$ cat src/sid_pkg.sv
// Shared types and constants for the software interrupt dispatcher.
// Used by sid_queue and soft_interrupt_dispatcher_core; depends on nothing.
`default_nettype none

package sid_pkg;

   localparam int LINE_COUNT_DEFAULT  = 32;
   localparam int QUEUE_DEPTH_DEFAULT = 32;

   localparam int LINE_W = 5;
   localparam int WORD_W = 32;
   localparam int REQ_W  = 3;
   localparam int KIND_W = 2;

   localparam int REQ_DATA_W = 136;
   localparam int RSP_DATA_W = 104;

   // request codes
   localparam logic [REQ_W-1:0] REQ_RAISE   = 3'd0;
   localparam logic [REQ_W-1:0] REQ_BLOCK   = 3'd1;
   localparam logic [REQ_W-1:0] REQ_UNBLOCK = 3'd2;
   localparam logic [REQ_W-1:0] REQ_ENQUEUE = 3'd3;
   localparam logic [REQ_W-1:0] REQ_SERVICE = 3'd4;

   // result kinds
   localparam logic [KIND_W-1:0] KIND_ACK  = 2'd0;
   localparam logic [KIND_W-1:0] KIND_LINE = 2'd1;
   localparam logic [KIND_W-1:0] KIND_WORK = 2'd2;
   localparam logic [KIND_W-1:0] KIND_IDLE = 2'd3;

   typedef struct packed {
      logic [WORD_W-1:0] data;
      logic [WORD_W-1:0] ctx;
      logic [WORD_W-1:0] routine;
   } work_item_type;

   typedef struct packed {
      logic empty;
      logic full;
      logic one_left;
   } queue_status_type;

endpackage

`default_nettype wire

$ cat src/sid_queue.sv
// Ring queue of deferred work items with registered read data.
// Depends on sid_pkg for the item and status types.
`default_nettype none

module sid_queue
   import sid_pkg::*;
#(
   parameter int QUEUE_DEPTH = QUEUE_DEPTH_DEFAULT
) (
   input  wire logic             clock,
   input  wire logic             reset,
   input  wire logic             push,
   input  wire work_item_type    push_item,
   input  wire logic             pop,
   output queue_status_type      status,
   output work_item_type         rd_item
);

   localparam int PTR_W = $clog2(QUEUE_DEPTH);

   work_item_type mem [QUEUE_DEPTH];
   work_item_type rd_item_ff;
   logic [PTR_W-1:0] rd_ptr_ff, rd_ptr_in;
   logic [PTR_W-1:0] wr_ptr_ff, wr_ptr_in;
   logic [PTR_W-1:0] rd_next, wr_next;

   function automatic logic [PTR_W-1:0] ring_next(input logic [PTR_W-1:0] p);
      ring_next = (p == PTR_W'(QUEUE_DEPTH - 1)) ? '0 : p + PTR_W'(1);
   endfunction

   assign rd_next = ring_next(rd_ptr_ff);
   assign wr_next = ring_next(wr_ptr_ff);

   // one slot always stays empty
   assign status.empty    = (rd_ptr_ff == wr_ptr_ff);
   assign status.full     = (wr_next == rd_ptr_ff);
   assign status.one_left = (rd_next == wr_ptr_ff);

   assign rd_ptr_in = pop  ? rd_next : rd_ptr_ff;
   assign wr_ptr_in = push ? wr_next : wr_ptr_ff;
   assign rd_item   = rd_item_ff;

   always_ff @(posedge clock) begin
      if (reset) begin
         rd_ptr_ff <= '0;
         wr_ptr_ff <= '0;
      end else begin
         rd_ptr_ff <= rd_ptr_in;
         wr_ptr_ff <= wr_ptr_in;
      end
   end

   always_ff @(posedge clock) begin
      if (push) begin
         mem[wr_ptr_ff] <= push_item;
      end
      rd_item_ff <= mem[rd_ptr_ff];
   end

endmodule

`default_nettype wire

$ cat src/soft_interrupt_dispatcher_core.sv
// Software interrupt dispatcher: pending/enable masks, sequencer and result register.
// Depends on sid_pkg and sid_queue.
`default_nettype none

// Raise, block, unblock and enqueue each give one acknowledge item on the
// rsp side, available the cycle after acceptance; a new request is taken once
// the result register is free (empty, or being taken on rsp_tready). A service
// request walks the enabled pending bits one line position per cycle, waiting
// at a set bit until the result register is free, up to the highest bit it
// must dispatch, then drains the work queue item by item: a registered queue
// read, then a load of the result register once it is free on rsp_tready.
// The block accepts no request while a service pass runs. The queue holds at
// most QUEUE_DEPTH-1 items; its storage is not cleared at reset.

module soft_interrupt_dispatcher_core
   import sid_pkg::*;
#(
   parameter int LINE_COUNT  = LINE_COUNT_DEFAULT,
   parameter int QUEUE_DEPTH = QUEUE_DEPTH_DEFAULT
) (
   input  wire logic                  clock,
   input  wire logic                  reset,
   input  wire logic                  req_tvalid,
   output logic                       req_tready,
   // [4:0] line_index, [36:5] line_mask, [68:37] routine_handle,
   // [100:69] context_word, [132:101] data_word, [135:133] zero
   input  wire logic [REQ_DATA_W-1:0] req_tdata,
   // [2:0] req_type
   input  wire logic [REQ_W-1:0]      req_tuser,
   output logic                       rsp_tvalid,
   input  wire logic                  rsp_tready,
   // [0] accepted, [1] accepted (copy), [6:2] line_number, [38:7] routine_out,
   // [70:39] context_out, [102:71] data_out, [103] zero
   output logic [RSP_DATA_W-1:0]      rsp_tdata,
   // [1:0] result_kind
   output logic [KIND_W-1:0]          rsp_tuser,
   output logic                       rsp_tlast
);

   typedef enum logic [1:0] {
      ST_IDLE,
      ST_SCAN,
      ST_QREAD,
      ST_QEMIT
   } state_type;

   state_type state_ff, state_in;

   logic [LINE_COUNT-1:0] pending_ff, pending_in;
   logic [LINE_COUNT-1:0] enable_ff, enable_in;
   logic [LINE_COUNT-1:0] scan_ff, scan_in;
   logic [LINE_W-1:0]     idx_ff, idx_in;

   logic              rsp_valid_ff, rsp_valid_in;
   logic [KIND_W-1:0] rsp_kind_ff, rsp_kind_in;
   logic              rsp_acc_ff, rsp_acc_in;
   logic [LINE_W-1:0] rsp_line_ff, rsp_line_in;
   work_item_type     rsp_item_ff, rsp_item_in;
   logic              rsp_last_ff, rsp_last_in;

   logic [LINE_W-1:0]     line_index;
   logic [LINE_COUNT-1:0] line_mask;
   work_item_type         req_item;
   logic [LINE_COUNT-1:0] go;
   logic [LINE_COUNT-1:0] raise_bit;
   logic [LINE_COUNT-1:0] scan_rest;
   logic                  req_fire;
   logic                  rsp_free;
   logic                  ok;
   logic                  push;
   logic                  pop;
   queue_status_type      qstat;
   work_item_type         q_item;

   assign line_index       = req_tdata[4:0];
   assign line_mask        = req_tdata[5 +: LINE_COUNT];
   assign req_item.routine = req_tdata[68:37];
   assign req_item.ctx     = req_tdata[100:69];
   assign req_item.data    = req_tdata[132:101];

   assign go        = pending_ff & enable_ff;
   assign raise_bit = LINE_COUNT'(1) << line_index;
   assign scan_rest = scan_ff >> 1;

   assign rsp_free   = !rsp_valid_ff || rsp_tready;
   assign req_tready = (state_ff == ST_IDLE) && rsp_free;
   assign req_fire   = req_tvalid && req_tready;

   sid_queue #(
      .QUEUE_DEPTH(QUEUE_DEPTH)
   ) u_queue (
      .clock    (clock),
      .reset    (reset),
      .push     (push),
      .push_item(req_item),
      .pop      (pop),
      .status   (qstat),
      .rd_item  (q_item)
   );

   always_comb begin
      state_in     = state_ff;
      pending_in   = pending_ff;
      enable_in    = enable_ff;
      scan_in      = scan_ff;
      idx_in       = idx_ff;
      rsp_valid_in = rsp_valid_ff && !rsp_tready;
      rsp_kind_in  = rsp_kind_ff;
      rsp_acc_in   = rsp_acc_ff;
      rsp_line_in  = rsp_line_ff;
      rsp_item_in  = rsp_item_ff;
      rsp_last_in  = rsp_last_ff;
      ok           = 1'b0;
      push         = 1'b0;
      pop          = 1'b0;

      case (state_ff)
         ST_IDLE: begin
            if (req_fire) begin
               rsp_valid_in = 1'b1;
               rsp_kind_in  = KIND_ACK;
               rsp_line_in  = '0;
               rsp_item_in  = '0;
               rsp_last_in  = 1'b1;
               case (req_tuser)
                  REQ_RAISE: begin
                     if (6'(line_index) < 6'(LINE_COUNT)) begin
                        ok         = !(|(pending_ff & raise_bit));
                        pending_in = pending_ff | raise_bit;
                     end
                  end
                  REQ_BLOCK: begin
                     enable_in = enable_ff & ~line_mask;
                  end
                  REQ_UNBLOCK: begin
                     ok        = |(pending_ff & line_mask & ~enable_ff);
                     enable_in = enable_ff | line_mask;
                  end
                  REQ_ENQUEUE: begin
                     if (!qstat.full) begin
                        push = 1'b1;
                        ok   = 1'b1;
                     end
                  end
                  REQ_SERVICE: begin
                     pending_in = pending_ff & ~go;
                     scan_in    = go;
                     idx_in     = '0;
                     if (go == '0) begin
                        if (qstat.empty) begin
                           rsp_kind_in = KIND_IDLE;
                        end else begin
                           rsp_valid_in = 1'b0;
                           state_in     = ST_QREAD;
                        end
                     end else begin
                        rsp_valid_in = 1'b0;
                        state_in     = ST_SCAN;
                     end
                  end
                  default: begin
                  end
               endcase
               rsp_acc_in = ok;
            end
         end
         ST_SCAN: begin
            // a zero bit is skipped without waiting; a set bit waits for the result slot
            if (!scan_ff[0] || rsp_free) begin
               if (scan_ff[0]) begin
                  rsp_valid_in = 1'b1;
                  rsp_kind_in  = KIND_LINE;
                  rsp_acc_in   = 1'b0;
                  rsp_line_in  = idx_ff;
                  rsp_item_in  = '0;
                  rsp_last_in  = (scan_rest == '0) && qstat.empty;
               end
               scan_in = scan_rest;
               idx_in  = idx_ff + LINE_W'(1);
               if (scan_rest == '0) begin
                  state_in = qstat.empty ? ST_IDLE : ST_QREAD;
               end
            end
         end
         ST_QREAD: begin
            state_in = ST_QEMIT;
         end
         ST_QEMIT: begin
            if (rsp_free) begin
               rsp_valid_in = 1'b1;
               rsp_kind_in  = KIND_WORK;
               rsp_acc_in   = 1'b0;
               rsp_line_in  = '0;
               rsp_item_in  = q_item;
               rsp_last_in  = qstat.one_left;
               pop          = 1'b1;
               state_in     = qstat.one_left ? ST_IDLE : ST_QREAD;
            end
         end
         default: begin
            state_in = ST_IDLE;
         end
      endcase
   end

   always_ff @(posedge clock) begin
      if (reset) begin
         state_ff     <= ST_IDLE;
         pending_ff   <= '0;
         enable_ff    <= '1;
         rsp_valid_ff <= 1'b0;
      end else begin
         state_ff     <= state_in;
         pending_ff   <= pending_in;
         enable_ff    <= enable_in;
         rsp_valid_ff <= rsp_valid_in;
      end
      scan_ff     <= scan_in;
      idx_ff      <= idx_in;
      rsp_kind_ff <= rsp_kind_in;
      rsp_acc_ff  <= rsp_acc_in;
      rsp_line_ff <= rsp_line_in;
      rsp_item_ff <= rsp_item_in;
      rsp_last_ff <= rsp_last_in;
   end

   assign rsp_tvalid = rsp_valid_ff;
   assign rsp_tuser  = rsp_kind_ff;
   assign rsp_tlast  = rsp_last_ff;
   assign rsp_tdata  = {1'b0, rsp_item_ff.data, rsp_item_ff.ctx, rsp_item_ff.routine,
                        rsp_line_ff, rsp_acc_ff, rsp_acc_ff};

`ifndef SYNTHESIS
   a_scan_has_bits: assert property (@(posedge clock) disable iff (reset)
      state_ff == ST_SCAN |-> scan_ff != '0)
      else $error("line scan running with no bits left");

   a_drain_not_empty: assert property (@(posedge clock) disable iff (reset)
      (state_ff == ST_QREAD || state_ff == ST_QEMIT) |-> !qstat.empty)
      else $error("queue drain on an empty queue");

   a_push_not_full: assert property (@(posedge clock) disable iff (reset)
      push |-> !qstat.full && state_ff == ST_IDLE)
      else $error("queue written while full or busy");

   a_service_clears: assert property (@(posedge clock) disable iff (reset)
      req_fire && req_tuser == REQ_SERVICE |=> (pending_ff & enable_ff) == '0)
      else $error("enabled pending bits left after service");
`endif

endmodule

`default_nettype wire
$ cat config.mk
export PLATFORM = sky130hd
export DESIGN_NAME = soft_interrupt_dispatcher_core
export DESIGN_NICKNAME = d
export VERILOG_FILES = /design/src/sid_pkg.sv /design/src/sid_queue.sv /design/src/soft_interrupt_dispatcher_core.sv
export SDC_FILE = /design/constraint.sdc
export NUM_CORES = 2
export LEC_CHECK = 0
export ABC_AREA = 0
export BUFFER_PORTS_ARGS = -buffer_cell sky130_fd_sc_hd__clkbuf_2
export CORE_MARGIN = 2
export CORE_UTILIZATION = 55
export DETAILED_ROUTE_END_ITERATION = 8
export PLACE_DENSITY = 0.71
export SLEW_MARGIN = 20
export SYNTH_ARGS = -nofsm -noshare
export SYNTH_HDL_FRONTEND = slang
export SYNTH_HIERARCHICAL = 1
export SYNTH_SLANG_ARGS = --single-unit
$ cat constraint.sdc
create_clock -name clock -period 12.8 [get_ports clock]
set_input_delay 0.64 -clock clock [delete_from_list [all_inputs] [get_ports clock]]
set_output_delay 0.64 -clock clock [all_outputs]
set_load 0.05 [all_outputs]
==> reports/results.md <==
* 77.78% — share of synthesized area occupied by flip-flops and latches
* 0 — leftover overflow at the end of global routing
* 5638 — cell count after synthesis
* buf_4 — most common cell type on the critical path
* 487.4 µm — floorplan die width
* 4 — sum of buffers and inverters on the critical path
* u_queue/mem[14][23]$_DFFE_PP_ — critical path endpoint
* 435300 µm — first-pass GRT wire length
* 247 — count of input and output buffers
* 6280 ps — register-to-register setup slack
* 3387 — Synth Register Bits
* edfxtp_1 (3214), mux4_2 (866), clkbuf_16 (352), clkbuf_2 (247), nand2_1 (177) — leading cell types in the layout, fill and taps excluded
* 0 — count of final hold-check violations
* register — Worst Setup End Kind
* 0.02227 W — total design power
* 11 — Worst Reg-to-Reg Cells
* 32.30 µm — routed length per placed instance
* 67 — number of distinct library cell variants in the gate-level netlist after synthesis
* 3387 — clk sinks
* clkbuf_16 — buffer type at the clock tree root
* 177 — row count
* 5 — maximum level of the CTS H-tree
* u_queue/mem[14][23]$_DFFE_PP_ — endpoint of the lowest-slack register-to-register path
* u_queue/rd_ptr_ff[2]$_SDFFE_PP0P_ — launching instance or port of the critical path
* edfxtp_1 (75%), mux4_2 (15%), dfxtp_1 (2.7%) — Synth area leaders
* 303100 µm — Final Routed Wirelength
* 11 — number of gates on the worst path with buffers counted
* 50.95% — share of the clock period used by the worst path
* 7253 — initial detailed-routing violation count
* 7030 ps — WP data arrival
* 60 ps — Clk pin slew, worst setup/hold paths
* completed — status
* 0 — Final ANT Viol Nets
* 5793 — Post-Syn Nets
* 487.4 µm — Die H
* 237600 µm² — area enclosed by the die boundary
* 3214 — EDFF count, synth
* 0 — Max Cap Viol
* 44.42 nW — leakage power figure
* edfxtp_1 — dominant register cell in the synthesized netlist
* nor2_4 — slowest stage cell, crit path
* clkinv_2 > xnor2_1 > o31ai_1 > nand2_1 > nor4_1 > nor3b_1 > buf_4 > nand2_1 > nor2_4 > buf_4 > buf_4 — crit path cell chain
* 116 — pin count of the biggest net entering global routing
* 970 ps — clock latency reported for the late side of the worst-skew pair
* 0.8820 — gp weighted congestion
* false — setup repair after global routing missed its margin
* 6 — Yosys warning total
* 6228 — number of nets in the finished design
* 153.8 nW/µm² — power per cell area
* 142500 µm — HPWL reported at the end of detailed placement
* 5 — number of optimization iterations in the first detailed-route pass
* 64.56 ps — clk_skew
* 252 — number of primary I/O pins
* edfxtp_1 — most common cell after layout, fill and taps aside
* 61389 — via count of the first global-routing pass
* 4 — buffers from clock root to sink, at most
* 0% — Async SR Flop Fraction
* 950 ps — largest stage delay on the critical path
* 1200 ps — worst-margin pin slew
* 46 — highest fanout seen on the critical path
* edfxtp_1 — area leader, netlist
* 37 — antenna violations before repair
* 61198 — total number of vias
* 75.08% — Yosys top cell area share
* 153.3 MHz — Max Freq
* yes — TritonCTS clock tree
* u_queue/rd_ptr_ff[2]$_SDFFE_PP0P_ — worst reg2reg path startpoint
* 13310 ps — data required time at the worst endpoint
* 0 — final count of pins violating max slew
* 22.80 µm² — per-instance average area after synthesis
* input port to register — type of the tightest min-delay check
* 6.521 — mean number of vias per cell
* 0 — final setup violation count
* 29.27% — layout cells sized above 1
* 232500 µm² — Std-Cell Core Area
* 0.1310 mV — Worst VDD drop
* 0 — total setup buffers inserted after CTS
* 25.65% — combined global-route utilization of all metal layers
* buffers and inverters — gate family responsible for the most delay along the worst path
* 19.99% — worst relative slew slack
* 6522 ps — Final Critical Period
* 55.28% — initial core utilization
* 349 — total clock buffers created by CTS
* 0 ps — Setup TNS Final
* register to register — category of the most critical setup path
* 12.64% — area growth from synthesis to layout
* 128500 µm² — post-synth design cell area
* 0 — count of unresolved DRC violations after routing
* register — crit start category
-- metrics by stage --
| stage | worst slack, ps | cell area (µm²) | util [%] | cells | hold WS (ps) |
|---|---|---|---|---|---|
| 6_report | 6278 | 144800 | 62.26 | 9385 | 238.0 |
| 5_1_grt | 5873 | 144800 | 62.26 | 9383 | 239.0 |
| 4_1_cts | 6214 | 144700 | 62.24 | 9379 | 166.4 |
| 3_5_place_dp | 6253 | 133500 | 57.40 | 8732 | 496.6 |
| 3_3_place_gp | 6208 | 133500 | 57.39 | 8731 | 495.0 |
| 2_1_floorplan | 3164 | 128500 | - | 5638 | 486.7 |
-- flip-flops by register name, indices dropped and copies added, names as in the netlist, named ones only --
register           count
rsp_tvalid             1
pending_ff            32
u_queue/rd_ptr_ff      5
rsp_line_ff            5
u_queue/wr_ptr_ff      5
rsp_tuser              2
rsp_acc_ff             1
rsp_tdata             96
state_ff               2
idx_ff                 5
rsp_tlast              1
u_queue/mem         3072
u_queue/rd_item       96
scan_ff               32
-- worst register-to-register path, cell delays in order, from the launching register on --
cell      delay (ps)
dfxtp_4          860
clkinv_2         740
xnor2_1          350
o31ai_1           90
nand2_1          120
nor4_1           100
nor3b_1          290
buf_4            250
nand2_1          470
nor2_4           950
buf_4            930
buf_4            970
-- synthesized netlist by cell type (all sizes together) (25+ instances only) --
cell type and number:
o22ai 25, o21ai 70, buf 166, a22oi 31
a221o 38, dfxtp 173, mux4 866, clkbuf 142
mux2 94, nor2 98, nand2 178, and2 108
mux2i 152, a21oi 27, edfxtp 3214
-- power breakdown --
group	switching, W	total, W	internal [W]
combinational	0.000278	0.000342	0.0000642
sequential	0.0000190	0.0122	0.0122
clock	0.00403	0.00976	0.00573
-- cells by family after synthesis --
logic type | synth area share (%)
AOI/OAI and AO/OA | 1.582
xor gates and xnor gates | 0.1431
adders and majority gates | 0.1168
buffers and inverters | 1.231
DFF | 77.78
muxes | 17.18
other | 0.002917
and+or+nand+nor | 1.965
-- worst min-delay path by stage --
| stage | from | cells after the start | end | slack [ps] |
|---|---|---|---|---|
| 6_report | req_tuser[2] | 3 | rsp_tuser[1]$_DFFE_PP_ | 240 |
| 5_1_grt | req_tuser[2] | 3 | rsp_tuser[1]$_DFFE_PP_ | 240 |
| 4_1_cts | req_tuser[2] | 3 | rsp_tuser[1]$_DFFE_PP_ | 170 |
| 3_5_place_dp | u_queue/rd_item[8]$_DFF_P_ | 1 | rsp_tdata[15]$_SDFFCE_PN0P_ | 500 |
| 3_3_place_gp | u_queue/rd_item[5]$_DFF_P_ | 1 | rsp_tdata[12]$_SDFFCE_PN0P_ | 490 |
| 2_1_floorplan | register | 3 | pending_ff[10]$_SDFFE_PP0P_ | 490 |
-- routing by layer --
| metal | global-route usage [%] | wire length [µm] |
|---|---|---|
| met1 | 37.07 | 120500 |
| met2 | 40.90 | 147500 |
| met3 | 5.026 | 28120 |
| met4 | 6.319 | 6799 |
| met5 | 0 | 169 |
-- layout make-up --
class / count / area [µm²]
fill: 15419 / 87750
clock inverter: 140 / 1396
tap: 3043 / 3807
sequential: 3387 / 99990
inverter: 16 / 61.31
antenna: 5 / 12.51
clock buffer: 475 / 9540
multi-input combinational: 1927 / 27290
timing repair buffer: 392 / 2683
-- timing repair --
action / 4_1_cts / 5_1_grt
hold endpoints to repair: 32 / 0
hold buffers: 32 / 0
gates resized for setup: 0 / 0
No activity file was read; power rests on OpenSTA's default activity.
